[src/sv/bbc_pkg.sv]
// Shared types and constants of the Bollinger band calculator.
package bbc_pkg;

    // Configuration register indexes.
    typedef enum logic [0:0] {
        CFG_WINDOW_LENGTH   = 1'b0,
        CFG_BAND_MULTIPLIER = 1'b1
    } t_cfg_idx;

    localparam int CFG_IDX_W  = 1;
    localparam int CFG_DATA_W = 16;
    localparam int LEN_CFG_W  = 7;
    localparam int MULT_W     = 16;
    localparam int MULT_FRAC  = 8;

    // Sample, variance and deviation widths.
    localparam int SAMPLE_W = 32;
    localparam int VAR_W    = 64;
    localparam int DEV_W    = 32;

endpackage

[src/sv/bbc_isqrt.sv]
// Digit-by-digit floor integer square root, one root bit per cycle.
module bbc_isqrt (
    input  logic                      i_clk,
    input  logic                      i_rst_n,
    input  logic                      i_start,
    input  logic [bbc_pkg::VAR_W-1:0] i_radicand,
    output logic                      o_done,
    output logic [bbc_pkg::DEV_W-1:0] o_root
);

    import bbc_pkg::*;

    localparam int REM_W = DEV_W + 2;
    localparam int CW    = $clog2(DEV_W + 1);

    logic [VAR_W-1:0] r_rad;
    logic [REM_W-1:0] r_rem;
    logic [DEV_W-1:0] r_root;
    logic [CW-1:0]    r_cnt;
    logic             r_busy;
    logic             r_done;

    logic [REM_W:0]   w_rem_sh;
    logic [REM_W:0]   w_trial;
    logic             w_take;
    logic [REM_W:0]   w_sub;

    // Bring down the next two radicand bits and try root*4+1.
    assign w_rem_sh = {r_rem[REM_W-2:0], r_rad[VAR_W-1:VAR_W-2]};
    assign w_trial  = {1'b0, r_root, 2'b01};
    assign w_take   = (w_rem_sh >= w_trial);
    assign w_sub    = w_rem_sh - w_trial;

    always_ff @(posedge i_clk) begin
        if (!i_rst_n) begin
            r_busy <= 1'b0;
            r_done <= 1'b0;
            r_cnt  <= '0;
        end else begin
            r_done <= 1'b0;
            if (i_start) begin
                r_busy <= 1'b1;
                r_cnt  <= CW'(DEV_W);
            end else if (r_busy) begin
                r_cnt <= r_cnt - CW'(1);
                if (r_cnt == CW'(1)) begin
                    r_busy <= 1'b0;
                    r_done <= 1'b1;
                end
            end
        end
    end

    always_ff @(posedge i_clk) begin
        if (i_start) begin
            r_rad  <= i_radicand;
            r_rem  <= '0;
            r_root <= '0;
        end else if (r_busy) begin
            r_rad  <= {r_rad[VAR_W-3:0], 2'b00};
            r_rem  <= w_take ? w_sub[REM_W-1:0] : w_rem_sh[REM_W-1:0];
            r_root <= {r_root[DEV_W-2:0], w_take};
        end
    end

    assign o_done = r_done;
    assign o_root = r_root;

endmodule
[config.mk]
export PLATFORM = sky130hd
export DESIGN_NAME = bbc_isqrt
export DESIGN_NICKNAME = d
export VERILOG_FILES = /design/src/sv/bbc_pkg.sv /design/src/sv/bbc_isqrt.sv
export SDC_FILE = /design/constraint.sdc
export NUM_CORES = 1
export LEC_CHECK = 0
export BUFFER_PORTS_ARGS = -buffer_cell sky130_fd_sc_hd__buf_2
export CAP_MARGIN = 30
export CORE_MARGIN = 4
export CORE_UTILIZATION = 23
export DETAILED_ROUTE_END_ITERATION = 7
export PLACE_DENSITY = 0.38
export SETUP_SLACK_MARGIN = 0.3
export SYNTH_ARGS = -nofsm -noshare
export SYNTH_HDL_FRONTEND = slang
export SYNTH_SLANG_ARGS = --single-unit
[constraint.sdc]
create_clock -name i_clk -period 8.4 [get_ports i_clk]
set_clock_uncertainty 0.15 [all_clocks]
set_input_delay 0.42 -clock i_clk [delete_from_list [all_inputs] [get_ports i_clk]]
set_output_delay 0.42 -clock i_clk [all_outputs]
set_load 0.03 [all_outputs]
Word level (Yosys, flattened, before mapping)
Cells that the tools add are included.
Widths: inputs -> output; s select.
{"block": "word_totals", "ff_bits": 137, "input_bits": 67, "output_inout_bits": 33, "wordCells": 25}
{"block": "classes", "addsub": 2, "n_lt_le_gt_ge": 1, "eq_ne": 1, "muxes": 9, "n_bitwise": 2, "reduce_logical": 3}
{"cell": "$mux 64", "n": 2}
{"cell": "$ge 35x34->1", "n": 1}
{"cell": "$mux 33", "n": 1}
{"cell": "$sub 33x33->33", "n": 1}
{"cell": "$mux 6", "n": 2}
{"cell": "$eq 6x1->1 const B", "n": 1}
{"cell": "$sub 6x1->6 const B", "n": 1}
{"cell": "$mux 1", "n": 4}
{"cell": "$reduce_or 3->1", "n": 1}
{"cell": "$not 1->1", "n": 2}
{"cell": "$reduce_bool 2->1", "n": 1}
{"cell": "$reduce_or 2->1", "n": 1}

Longest topological paths before layout
{"block": "depth", "word_depth": 4, "ltp_mapped": 13, "ltp_nobuf": 10}

Least setup slack after synthesis
OpenSTA, ideal clock, no wires.
{"block": "synth_timing", "path_kind": "flip-flop to flip-flop", "start": "register r_root[5] (netlist: o_root[5])", "end": "register r_rem[24]", "setup_ns": 0.091, "arrival_time_ns": 2.820, "t_required_ns": 8.159, "path_slack_ns": 5.340, "path_stages_with_launch": 13, "path_buffers": 2, "synth_period_minus_slack_ns": 3.060, "path_cell_list": "dfxtp_1 > inv_1 > ha_1 > buf_4 > nand3_2 > o32ai_2 > o2111ai_1 > a211oi_2 > nor3b_1 > or2_1 > buf_2 > or3_1 > a311oi_1"}
{"block": "synth_between", "elab_chain_cells": 2, "word_cells_on_any_way": 3, "classes_between": "add/sub: 1; order compare: 1; mux: 1"}
{"element": "from (decl)", "line": "bbc_isqrt.sv:18", "rtl": "logic [DEV_W-1:0] r_root;"}
{"element": "from (signal assigned)", "line": "bbc_isqrt.sv:62", "rtl": "r_root <= {r_root[DEV_W-2:0], w_take};"}
{"element": "$sub 33x33->33 or $ge 35x34->1 (tied branches)", "line": "bbc_isqrt.sv:32, bbc_isqrt.sv:31"}
{"element": "$mux 33 (*)", "line": "bbc_isqrt.sv:61", "rtl": "r_rem <= w_take ? w_sub[REM_W-1:0] : w_rem_sh[REM_W-1:0];"}
{"element": "to (signal assigned)", "line": "bbc_isqrt.sv:61"}
{"element": "to (decl)", "line": "bbc_isqrt.sv:17", "rtl": "logic [REM_W-1:0] r_rem;"}
Mark *: on every way between the ends. The rest lies on a longest branch, timed or not.
A chain may end at the register's enable or synchronous reset.

Worst setup path in the final report
{"block": "layout_timing", "start": "register r_root[6] (netlist: o_root[6])", "end": "register r_rem[6]"}
{"block": "layout_between", "elab_chain_cells": 2}
{"element": "$ge 35x34->1", "line": "bbc_isqrt.sv:31", "rtl": "assign w_take = (w_rem_sh >= w_trial);"}
{"element": "$mux 33", "line": "bbc_isqrt.sv:61"}
Every way passes these cells.

==> results.cfg <==
[pwr]
share_comb_of_total_power = 0.511
leakagePower_uw = 0.00364
power.ir.vdd_worst_mv = 0.244
power.net_switching_uw = 1430
power_per_cell_area_mw_per_mm2 = 364
power.share.clock = 0.228
internal-power_uw = 1870
seqPwrFrac = 0.262
switching_share = 0.433

[run_status]
outcome = finished, final reports clean

[clock_tree]
number_of_buffers_on_the_longest_clock_path = 2
post_cts_resize_count = 0
insertion_delay_ns = 0.44
cts_post_setup_buffers_inserted = 0
clk_transition_reported_paths_ns = 0.07
postCtsHoldBufs = 0
clock_sinks = 137
tritoncts = done
cts-buffers-inserted = 17
htree_levels = 4
clk_root_buffer_cell = clkbuf_16

[synthesis]
synth_top_flop_cell = dfxtp_1
syn_nets = 862
synth.yosys.seq_area_share = 0.448
synthesis.instances = 759
ys_types = 63
synth.avg_cell_area_um2 = 9.95
synth_enable_flop_cells = 64
synth.yosys.warnings = 0
yosys_register_bits = 137
synthesis.area_mm2 = 0.00755
async_set_or_reset_flop_fraction_in_the_synthesized_netlist = 0

[detailed_routing]
antenna_violating_nets_post_route = 0
drc = 0
vias_per_cell = 4.48
totalWireLength_mm = 20.3
first_iter_violations = 256
routed-via-count = 5840
drt_pass1_iterations = 4
post_drt_wl_per_cell_um = 15.6

[timing]
setup_ws_ns = 4.76
setup_viol = 0
rsz0062_at_grt = no
fin_tns_setup_ns = 0
drv_slew = 0
timing.slew.headroom = 0.430
number_of_hold_violations_in_the_final_report = 0
fmax_mhz = 275
final.min_clock_period_ns = 3.64
finalCritPeriodShare = 0.433
timing_worst_slew_pin_value_ns = 0.855

[place]
placement.io_buffers = 99
placement.setup.worst_slack_ns = 4.73
gp_congestion = 0.766
dp.final_hpwl_mm = 14.4

[setup_path]
timing.critical_path.arrival_ns = 3.82
logic_depth_of_the_worst_setup_path_including_buffers = 10
endpoint_kind = flop
timing.setup.critical_path_class = flop to flop
crit_path_top_delay_cell = or2_2
startpoint_class_of_the_critical_path = flop
crit_chain = inv_1 > ha_1 > a21oi_1 > o21bai_1 > a21oi_1 > a211oi_2 > nor3b_1 > or2_2 > nand2_1 > a311oi_1
worst_path_most_repeated_cell = a21oi_1
worst_r2r_path_cells = 10
cp_max_fo = 37
critPathBufInv = 1
required_ns = 8.58
critPathMaxStageDelay_ns = 0.72
timing.critical_path.max_delay_family = compound AO/OA/AOI/OAI gates

[run]
max_cap_viol_count = 0

[min_path]
hold_class = input port to flop
worst_hold_path.num_cells = 2

[die]
rows = 66
dieArea_mm2 = 0.0358
die_x_um = 189
number_of_placed_i_o_pins = 100
floorplan.initialDensity = 0.233
core_area_mm2 = 0.0325
die_h_um = 189

[finish]
fin_nets = 948
ff_latch_area_mm2 = 0.00339
area.growth.synth_to_final_pct = 20.2
layout_cells_sized_above_1 = 0.251
multi_input_area_mm2 = 0.00383
filler_cell_count = 3487
final_cell_mix = buf_2 (98), nor2_1 (75), nand2_1 (72), dfxtp_1 (72), edfxtp_1 (64)
layout_commonest_cell = buf_2

[grt]
groute.usage.overall = 0.116
grt_antenna_before_repair = 9
grt_overflow = 0
first_global_vias = 5908
maximum_number_of_pins_on_one_net_before_global_route_repair = 66
grt_pass1_wl_mm = 33.1
## cells in the mapped netlist (4+ instances only)
cell type / n / area (µm²)
nor2_1: 75 / 282
dfxtp_1: 73 / 1460
nand2_1: 72 / 270
edfxtp_1: 64 / 1920
mux2_2: 62 / 698
inv_1: 47 / 176
ha_1: 36 / 450
mux2i_1: 35 / 350
a21oi_1: 33 / 165
clkbuf_1: 27 / 101
o21ai_0: 24 / 120
nand3_1: 23 / 115
a311oi_1: 18 / 158
xor2_1: 16 / 140
a21o_1: 13 / 97.6
xnor2_1: 13 / 114
nor3_1: 11 / 55.1
a211oi_1: 8 / 60.1
buf_2: 8 / 40.0
and2_1: 7 / 43.8
and3_1: 6 / 37.5
o311ai_0: 6 / 52.6
nand4_1: 5 / 31.3
a31oi_1: 4 / 25.0
a32oi_1: 4 / 35.0
nor2b_1: 4 / 25.0
o21a_1: 4 / 30.0
o21bai_1: 4 / 30.0
or2_2: 4 / 25.0
## cell type report
type	count	share of cell area
clock inverters	11	0.0138
inverters	47	0.0194
well taps	442	0.0609
flip-flops and latches	137	0.373
multi-input cells	537	0.422
diodes	3	0.000827
repair buffers	105	0.0598
clock buffers	21	0.0496
## kinds of logic (layout without fill, tap and decap cells)
logic type | after synthesis | in the layout | synth area share
buffers and inverters | 85 | 184 | 0.0446
multiplexers | 97 | 97 | 0.139
AO/OA/AOI/OAI | 146 | 146 | 0.135
AND/OR/NAND/NOR | 229 | 229 | 0.140
adder cells (fa/ha/maj) | 36 | 36 | 0.0596
other | 0 | 3 | 0
XOR/XNOR | 29 | 29 | 0.0336
flip-flops | 137 | 137 | 0.448
## power by group through the flow
stage          combinational (µW)  clock (µW)  sequential, µW
2_1_floorplan                1290           0             858
3_3_place_gp                 1740           0             882
3_5_place_dp                 1710           0             880
4_1_cts                      1720         782             867
5_1_grt                      1910         805             878
6_report                     1690         751             864
## worst register-to-register path, stage by stage (launching register included)
cell	delay [ns]
dfxtp_1	0.36
inv_1	0.06
ha_1	0.41
a21oi_1	0.40
o21bai_1	0.16
a21oi_1	0.35
a211oi_2	0.14
nor3b_1	0.37
or2_2	0.72
nand2_1	0.13
a311oi_1	0.30
## per-layer routing
layer  part of all wire  global-route usage  vias to the layer above
li1                   -                   -                     2927
met4              0.013              0.0353                       12
met3              0.071              0.0489                       28
met5             0.0037                   0                        -
met1               0.47               0.153                     2771
met2               0.44               0.174                      102
## through the flow
step | total power [µW] | utilization | cell area (µm²) | hold WS [ns] | std cells
global placement | 2620 | 0.262 | 8490 | 0.313 | 1268
finish | 3300 | 0.280 | 9070 | 0.0951 | 1303
floorplan | 2150 | - | 7550 | 0.286 | 759
global route | 3590 | 0.279 | 9070 | 0.0962 | 1301
detailed placement | 2590 | 0.262 | 8490 | 0.313 | 1268
CTS | 3370 | 0.279 | 9070 | 0.0752 | 1300
## sequential cells by signal, summed over array words and instances, names as in the netlist
name / flops
o_root: 32
r_rad: 64
o_done: 1
r_rem: 33
r_cnt: 6
r_busy: 1
## worst paths after layout
kind	slack, ns	endpoint	start
min reg2reg	0.32	r_rem[31]$_SDFFE_PP0P_	r_rem[31]$_SDFFE_PP0P_
max	4.76	r_rem[6]$_SDFFE_PP0P_	o_root[6]$_SDFFE_PP0P_
max reg2reg	4.76	r_rem[6]$_SDFFE_PP0P_	o_root[6]$_SDFFE_PP0P_
min	0.1	r_busy$_SDFF_PN0_	i_rst_n
(Power assumes the default switching activity.)
