===== config.mk =====
export PLATFORM = sky130hd
export DESIGN_NAME = bbc_divider
export DESIGN_NICKNAME = d
export VERILOG_FILES = /design/src/sv/bbc_divider.sv
export SDC_FILE = /design/constraint.sdc
export NUM_CORES = 1
export LEC_CHECK = 0
export BUFFER_PORTS_ARGS = -buffer_cell sky130_fd_sc_hd__buf_2
export CAP_MARGIN = 20
export CORE_MARGIN = 5
export CORE_UTILIZATION = 45
export CTS_BUF_LIST = sky130_fd_sc_hd__clkbuf_4 sky130_fd_sc_hd__clkbuf_8
export DETAILED_ROUTE_END_ITERATION = 10
export PLACE_DENSITY = 0.74
export RECOVER_POWER = 25
export SYNTH_ARGS = -nofsm -noshare
export SYNTH_HDL_FRONTEND = slang
export SYNTH_SLANG_ARGS = --single-unit
export TNS_END_PERCENT = 1

===== constraint.sdc =====
create_clock -name i_clk -period 2.8 [get_ports i_clk]
set_clock_uncertainty 0.1 [all_clocks]
set_input_delay 0 -clock i_clk [delete_from_list [all_inputs] [get_ports i_clk]]
set_output_delay 0 -clock i_clk [all_outputs]
set_load 0.005 [all_outputs]

===== src/sv/bbc_divider.sv =====
// Restoring divider, one quotient bit per cycle, small divisor.
module bbc_divider #(
    parameter int DW = 70,
    parameter int LW = 7
) (
    input  logic                     i_clk,
    input  logic                     i_rst_n,
    input  logic                     i_start,
    input  logic [DW-1:0]            i_dividend,
    input  logic [LW-1:0]            i_divisor,
    input  logic [$clog2(DW+1)-1:0]  i_steps,
    output logic                     o_done,
    output logic [DW-1:0]            o_quotient,
    output logic [LW-1:0]            o_remainder
);

    localparam int CW = $clog2(DW+1);

    logic [DW-1:0] r_q;
    logic [LW-1:0] r_rem;
    logic [LW-1:0] r_div;
    logic [CW-1:0] r_cnt;
    logic          r_busy;
    logic          r_done;

    logic [LW:0]   w_shift;
    logic          w_take;
    logic [LW:0]   w_diff;

    assign w_shift = {r_rem, r_q[DW-1]};
    assign w_take  = (w_shift >= {1'b0, r_div});
    assign w_diff  = w_shift - {1'b0, r_div};

    always_ff @(posedge i_clk) begin
        if (!i_rst_n) begin
            r_busy <= 1'b0;
            r_done <= 1'b0;
            r_cnt  <= '0;
        end else begin
            r_done <= 1'b0;
            if (i_start) begin
                r_busy <= 1'b1;
                r_cnt  <= i_steps;
            end else if (r_busy) begin
                r_cnt <= r_cnt - CW'(1);
                if (r_cnt == CW'(1)) begin
                    r_busy <= 1'b0;
                    r_done <= 1'b1;
                end
            end
        end
    end

    always_ff @(posedge i_clk) begin
        if (i_start) begin
            r_q   <= i_dividend;
            r_rem <= '0;
            r_div <= i_divisor;
        end else if (r_busy) begin
            r_q   <= {r_q[DW-2:0], w_take};
            r_rem <= w_take ? w_diff[LW-1:0] : w_shift[LW-1:0];
        end
    end

    assign o_done      = r_done;
    assign o_quotient  = r_q;
    assign o_remainder = r_rem;

endmodule


; Yosys cells after proc, flatten, opt, wreduce, memory -nomap -nowiden
; Cells that the tools add are included.
[totals]
register_bits = 93
[op_classes]
add_sub_neg = 2
order_cmp = 1
eq_ne = 1
mux = 9
bitwise_logic = 2
n_reduce_logical = 2
[op_table]
columns = cell, count
row1 = $mux 70, 2
row2 = $mux 7, 3
row3 = $ge 8x7->1, 1
row4 = $eq 7x1->1 const B, 1
row5 = $sub 7x1->7 const B, 1
row6 = $sub 7x7->7, 1
row7 = $mux 1, 4
row8 = $reduce_or 3->1, 1
row9 = $not 1->1, 2
row10 = $reduce_bool 2->1, 1

; Longest topological paths before layout
[logic_depth]
word_depth = 4
mapped_depth = 8

; Worst setup path after synthesis
; OpenSTA, ideal clock, no wires.
[synth_path]
path_type = register to register
start = register r_busy
end = register r_q[0] (netlist: o_quotient[0]) (enable)
setup_ns = 0.398
arrival_time_ns = 1.950
slack_ns = 0.352
stages_incl_launch_ff = 4
path_buffers = 2
path_cell_list = dfxtp_1 clkbuf_1 buf_1 or2_2
[synth_between]
elab_chain_len = 1
[synth_lines]
columns = element, line
row1 = from (decl), 23  ; logic r_busy;
row2 = from (signal assigned), 36  ; r_busy <= 1'b0;
row3 = from (signal assigned), 42  ; r_busy <= 1'b1;
row4 = from (signal assigned), 47  ; r_busy <= 1'b0;
row5 = $reduce_bool 2->1 (no line), -
row6 = to (signal assigned), 56  ; r_q <= i_dividend;
row7 = to (signal assigned), 60  ; r_q <= {r_q[DW-2:0], w_take};
row8 = to (decl), 19  ; logic [DW-1:0] r_q;
; No other way between the ends.
; A chain may end at the register's enable or synchronous reset.

; Final worst setup path
[layout_path]
start = register r_q[69] (netlist: o_quotient[69])
end = register r_rem[4] (netlist: o_remainder[4])
[layout_between]
elab_chain_len = 2
word_cells_on_any_way = 3
classes_between = add/sub: 1 / order compare: 1 / mux: 1
[layout_lines]
columns = element, line
row1 = $sub 7x7->7 or $ge 8x7->1 (tied branches), "32, 31"
row2 = $mux 7 *, 61  ; r_rem <= w_take ? w_diff[LW-1:0] : w_shift[LW-1:0];
row3 = to (signal assigned), 61
row4 = to (decl), 20  ; logic [LW-1:0] r_rem;
; Every way passes the cells marked *; elsewhere a longest branch is shown, timed or not.

==> flow_results.org <==
** Setup path
- Worst flop-to-flop path startpoint :: o_quotient[69]
- The critical path is of the reg2reg type.
- Largest fanout on the critical path :: 9
- STA puts the critical path data required time at 2.96 ns.
- Capture point of the worst path :: o_remainder[4]
- Worst reg2reg path endpoint :: o_remainder[4]
- STA classifies the critical path endpoint as a flop.
- R2r setup slk :: 0.33 ns
- Data arrives at the worst endpoint at 2.63 ns.
- Critical Path Start :: o_quotient[69]
- The worst register-to-register path has a depth of 8.
- Nature of the critical path startpoint :: flop

** Finish
- Post-layout net count :: 653
- For this run, the number of standard cells in the final layout without fillers is 690.
- Antenna Diode Count :: 0
- Compared with the post-synthesis result, the final layout area differs by 47.1%.
- Share of layout cells above drive strength 1 :: 41.9%

** Run status
- The flow ran to the end, and the final reports show no timing, DRC or antenna violations.

** Synth
- For this run, the register share of the synthesized area comes to 61.2%.
- The synthesized netlist contains 37 unique library cells.
- Flop and latch count out of synthesis :: 93
- Post-synthesis cell count :: 304
- Net count after synthesis :: 401
- Post-Synthesis Mean Instance Area :: 14.1 um2
- The cell area that synthesis handed to floorplanning was 0.00430 mm2.
- Warning count from the yosys run :: 0

** Power
- Power density relative to cell area :: 542 mW/mm2
- In this run the static leakage power is 2.57 nW.
- Maximum ir drop on the vdd rail :: 0.000302 V

** Floorplan
- Die boundary height :: 108 um
- Total die area :: 0.0116 mm2
- Standard-cell rows :: 35
- Die outline width :: 108 um
- Initial Util :: 46.3%
- Area inside the core boundary :: 0.00928 mm2
- I/O pin count :: 165

** Placement
- I/O Buffers :: 164
- The congestion estimate from routability-driven global placement came to 0.907.
- Final HPWL DP :: 7100 um
- Including well taps, the total number of placed cells is 588.
- Before CTS, the worst setup slack after placement is 0.344 ns.

** Global route
- After global routing the overflow that remains totals 0.
- Antenna violations before repair :: 0
- Largest net degree at the start of global routing :: 65
- The number of global-route vias before repair is 3573.
- Across every metal layer, demand over resource in global routing totals 19.1%.
- The first global-routing pass estimated 17300 um of wire.

** Timing
- Worst-margin pin slew :: 0.524 ns
- Upper clock frequency limit :: 405 MHz
- Min setup slack post-route :: 0.334 ns
- In the finished design, the share of the clock period the worst path needs comes to 88.1%.
- The worst path needs 2.47 ns of the cycle, external delays included.
- Number of failing hold endpoints at the final stage :: 0
- Total setup violations reported at the end of the flow :: 0
- Worst slew margin relative to its limit :: 65.1%
- The max-slew violation total from the final report was 0.
- Setup repair after global routing missed its margin :: false
- After routing, the total negative slack on setup checks comes to 0 ns.

** Routing
- The detailed router finished its first iteration with 121 violations.
- Vias after detailed routing :: 3336
- After detailed routing, the number of vias per cell comes to 4.83.
- Summed over all layers, the routed wires come to 11100 um.
- Total DRC errors in the routed layout :: 0
- The detail route stage leaves a number of antenna-violating nets equal to 0.
- Dividing the detail-routed wire length by the instance count gives 16.0 um.
- Drt pass-1 iters :: 6

** Clock network
- Clock Path Buffers :: 2
- CTS tree :: yes
- Cts bufs inserted :: 9
- After clock tree synthesis, the setup repair step added 0 buffers.
- At the later pin of the worst-skew pair, clock insertion delay measures 0.36 ns.
- CTS H-tree lvls :: 3
- Once the clock tree was built, the resizer swapped 0 gates to a different size.
- After clock tree synthesis, the flow added hold-fix buffers numbering 86.
- Clock sink count :: 93
- Clock-pin slew on the worst setup and hold paths :: 0.09 ns
- Buffer type at the clock tree root :: sky130_fd_sc_hd__clkbuf_8

** Run
- Max-cap violations in this run came to 0.

** Worst hold path
- Hold Path Class :: in2reg
## area by class of cell
| class | instances | area [um2] |
|---|---|---|
| flip-flops and latches | 93 | 2630 |
| well taps | 129 | 161 |
| clock buffers | 11 | 139 |
| multi-input cells | 186 | 1570 |
| repair buffers | 254 | 1690 |
| clock inverters | 5 | 83.8 |
| fillers | 714 | 2960 |
| inverters | 12 | 45.0 |
## worst min path at each step
stage / startpoint / end / cells after the start
after floorplan: i_divisor[0] / r_div[0] / 0
after global placement: i_divisor[5] / r_div[5] / 1
after CTS: i_start / r_div[6] / 1
final: i_start / r_div[6] / 1
after detailed placement: i_divisor[1] / r_div[1] / 1
after global routing: i_start / r_div[4] / 1
## synth_stat cells
cell	instances	area share, %
sky130_fd_sc_hd__fa_1	1	0.47
sky130_fd_sc_hd__nand4_1	1	0.15
sky130_fd_sc_hd__clkbuf_1	7	0.61
sky130_fd_sc_hd__nor3_1	2	0.23
sky130_fd_sc_hd__nand3_1	2	0.23
sky130_fd_sc_hd__nor2b_1	2	0.29
sky130_fd_sc_hd__o31ai_1	1	0.17
sky130_fd_sc_hd__xor2_1	3	0.61
sky130_fd_sc_hd__mux2_2	71	19
sky130_fd_sc_hd__a311oi_2	2	0.70
sky130_fd_sc_hd__nor4bb_1	1	0.23
sky130_fd_sc_hd__o21ai_0	10	1.2
sky130_fd_sc_hd__nor2_1	16	1.4
sky130_fd_sc_hd__a211oi_4	1	0.47
sky130_fd_sc_hd__o311ai_0	1	0.20
sky130_fd_sc_hd__a211oi_1	3	0.52
sky130_fd_sc_hd__buf_1	3	0.26
sky130_fd_sc_hd__nand3_2	1	0.23
sky130_fd_sc_hd__mux2i_1	1	0.23
sky130_fd_sc_hd__nor3b_1	3	0.52
sky130_fd_sc_hd__nand2_1	20	1.7
sky130_fd_sc_hd__inv_1	12	1.0
sky130_fd_sc_hd__edfxtp_1	77	54
sky130_fd_sc_hd__nor3_4	1	0.38
sky130_fd_sc_hd__nor2_2	1	0.15
sky130_fd_sc_hd__a31oi_1	1	0.15
sky130_fd_sc_hd__or3_1	5	0.73
sky130_fd_sc_hd__buf_2	3	0.35
sky130_fd_sc_hd__nand2b_1	4	0.58
sky130_fd_sc_hd__xnor2_1	3	0.61
sky130_fd_sc_hd__and2_1	6	0.87
sky130_fd_sc_hd__ha_1	9	2.6
sky130_fd_sc_hd__a21oi_1	6	0.70
sky130_fd_sc_hd__or2_2	1	0.15
sky130_fd_sc_hd__dfxtp_1	16	7.4
sky130_fd_sc_hd__nor4b_1	4	0.81
sky130_fd_sc_hd__a311oi_1	3	0.61
## cells in the final DEF (no fill, tap or decap), types with 3 or more instances in the layout
master                          Yosys  routed
sky130_fd_sc_hd__a21oi_1            6       6
sky130_fd_sc_hd__or3_1              5       5
sky130_fd_sc_hd__xnor2_1            3       3
sky130_fd_sc_hd__mux2_2            71      71
sky130_fd_sc_hd__o21ai_0           10      10
sky130_fd_sc_hd__a211oi_1           3       3
sky130_fd_sc_hd__buf_4              0       4
sky130_fd_sc_hd__nor4b_1            4       4
sky130_fd_sc_hd__dfxtp_1           16      16
sky130_fd_sc_hd__inv_1             12      12
sky130_fd_sc_hd__nor2_1            16      16
sky130_fd_sc_hd__nand2_1           20      20
sky130_fd_sc_hd__edfxtp_1          77      77
sky130_fd_sc_hd__clkbuf_1           7      27
sky130_fd_sc_hd__nor3b_1            3       3
sky130_fd_sc_hd__xor2_1             3       3
sky130_fd_sc_hd__a311oi_1           3       3
sky130_fd_sc_hd__buf_2              3     136
sky130_fd_sc_hd__ha_1               9       9
sky130_fd_sc_hd__dlygate4sd3_1      0      86
sky130_fd_sc_hd__clkbuf_8           0       9
sky130_fd_sc_hd__and2_1             6       6
sky130_fd_sc_hd__nand2b_1           4       4
## stage by stage
step / area, um2 / total power [mW] / hold slack, ns / utilization, %
after detailed placement: 5280 / 2.37 / 0.0795 / 56.8
after floorplan: 4300 / 2.10 / -0.00113 / -
after CTS: 6360 / 3.45 / 0.0402 / 68.5
after global placement: 5280 / 2.35 / 0.0774 / 56.8
after global routing: 6320 / 3.60 / 0.0328 / 68.1
final: 6320 / 3.43 / 0.0414 / 68.1
## power by group
group          switching, mW  leakage [nW]  total, mW  internal (mW)
Clock                  0.472         0.107      0.999          0.527
Combinational          0.300          1.56      0.673          0.373
Sequential            0.0847         0.904       1.75           1.67
Total                  0.856          2.57       3.43           2.57
## sequential cells by signal (all words and copies together), names as in the netlist
name         cells
o_quotient      70
o_remainder      7
r_div            7
o_done           1
r_cnt            7
r_busy           1
## routing by layer
metal / vias up / GRT usage, % / routed length [um]
met5: - / 0 / 0
met1: 1543 / 21.4 / 4450
met3: 22 / 6.42 / 866
met4: 0 / 7.66 / 284
met2: 135 / 33.2 / 5470
li1: 1636 / - / -
## cell families (layout without fill, tap and decap cells)
group | count (synthesis) | in the layout | share of synthesized area, %
compound gates | 28 | 28 | 4.68
xor+xnor | 6 | 6 | 1.22
fa+ha+maj | 10 | 10 | 3.08
buf+inv | 25 | 282 | 2.27
flops | 93 | 93 | 61.2
mux | 72 | 72 | 18.8
simple gates | 70 | 70 | 8.70
## critical path, stage by stage, from the launching register on
cell	delay, ns
sky130_fd_sc_hd__edfxtp_1	0.35
sky130_fd_sc_hd__inv_1	0.06
sky130_fd_sc_hd__ha_1	0.22
sky130_fd_sc_hd__fa_1	0.39
sky130_fd_sc_hd__nand2b_1	0.24
sky130_fd_sc_hd__a211oi_4	0.29
sky130_fd_sc_hd__nor3_4	0.10
sky130_fd_sc_hd__or3_1	0.39
sky130_fd_sc_hd__a311oi_2	0.24
Note: power is estimated with default switching activity, not from simulation.
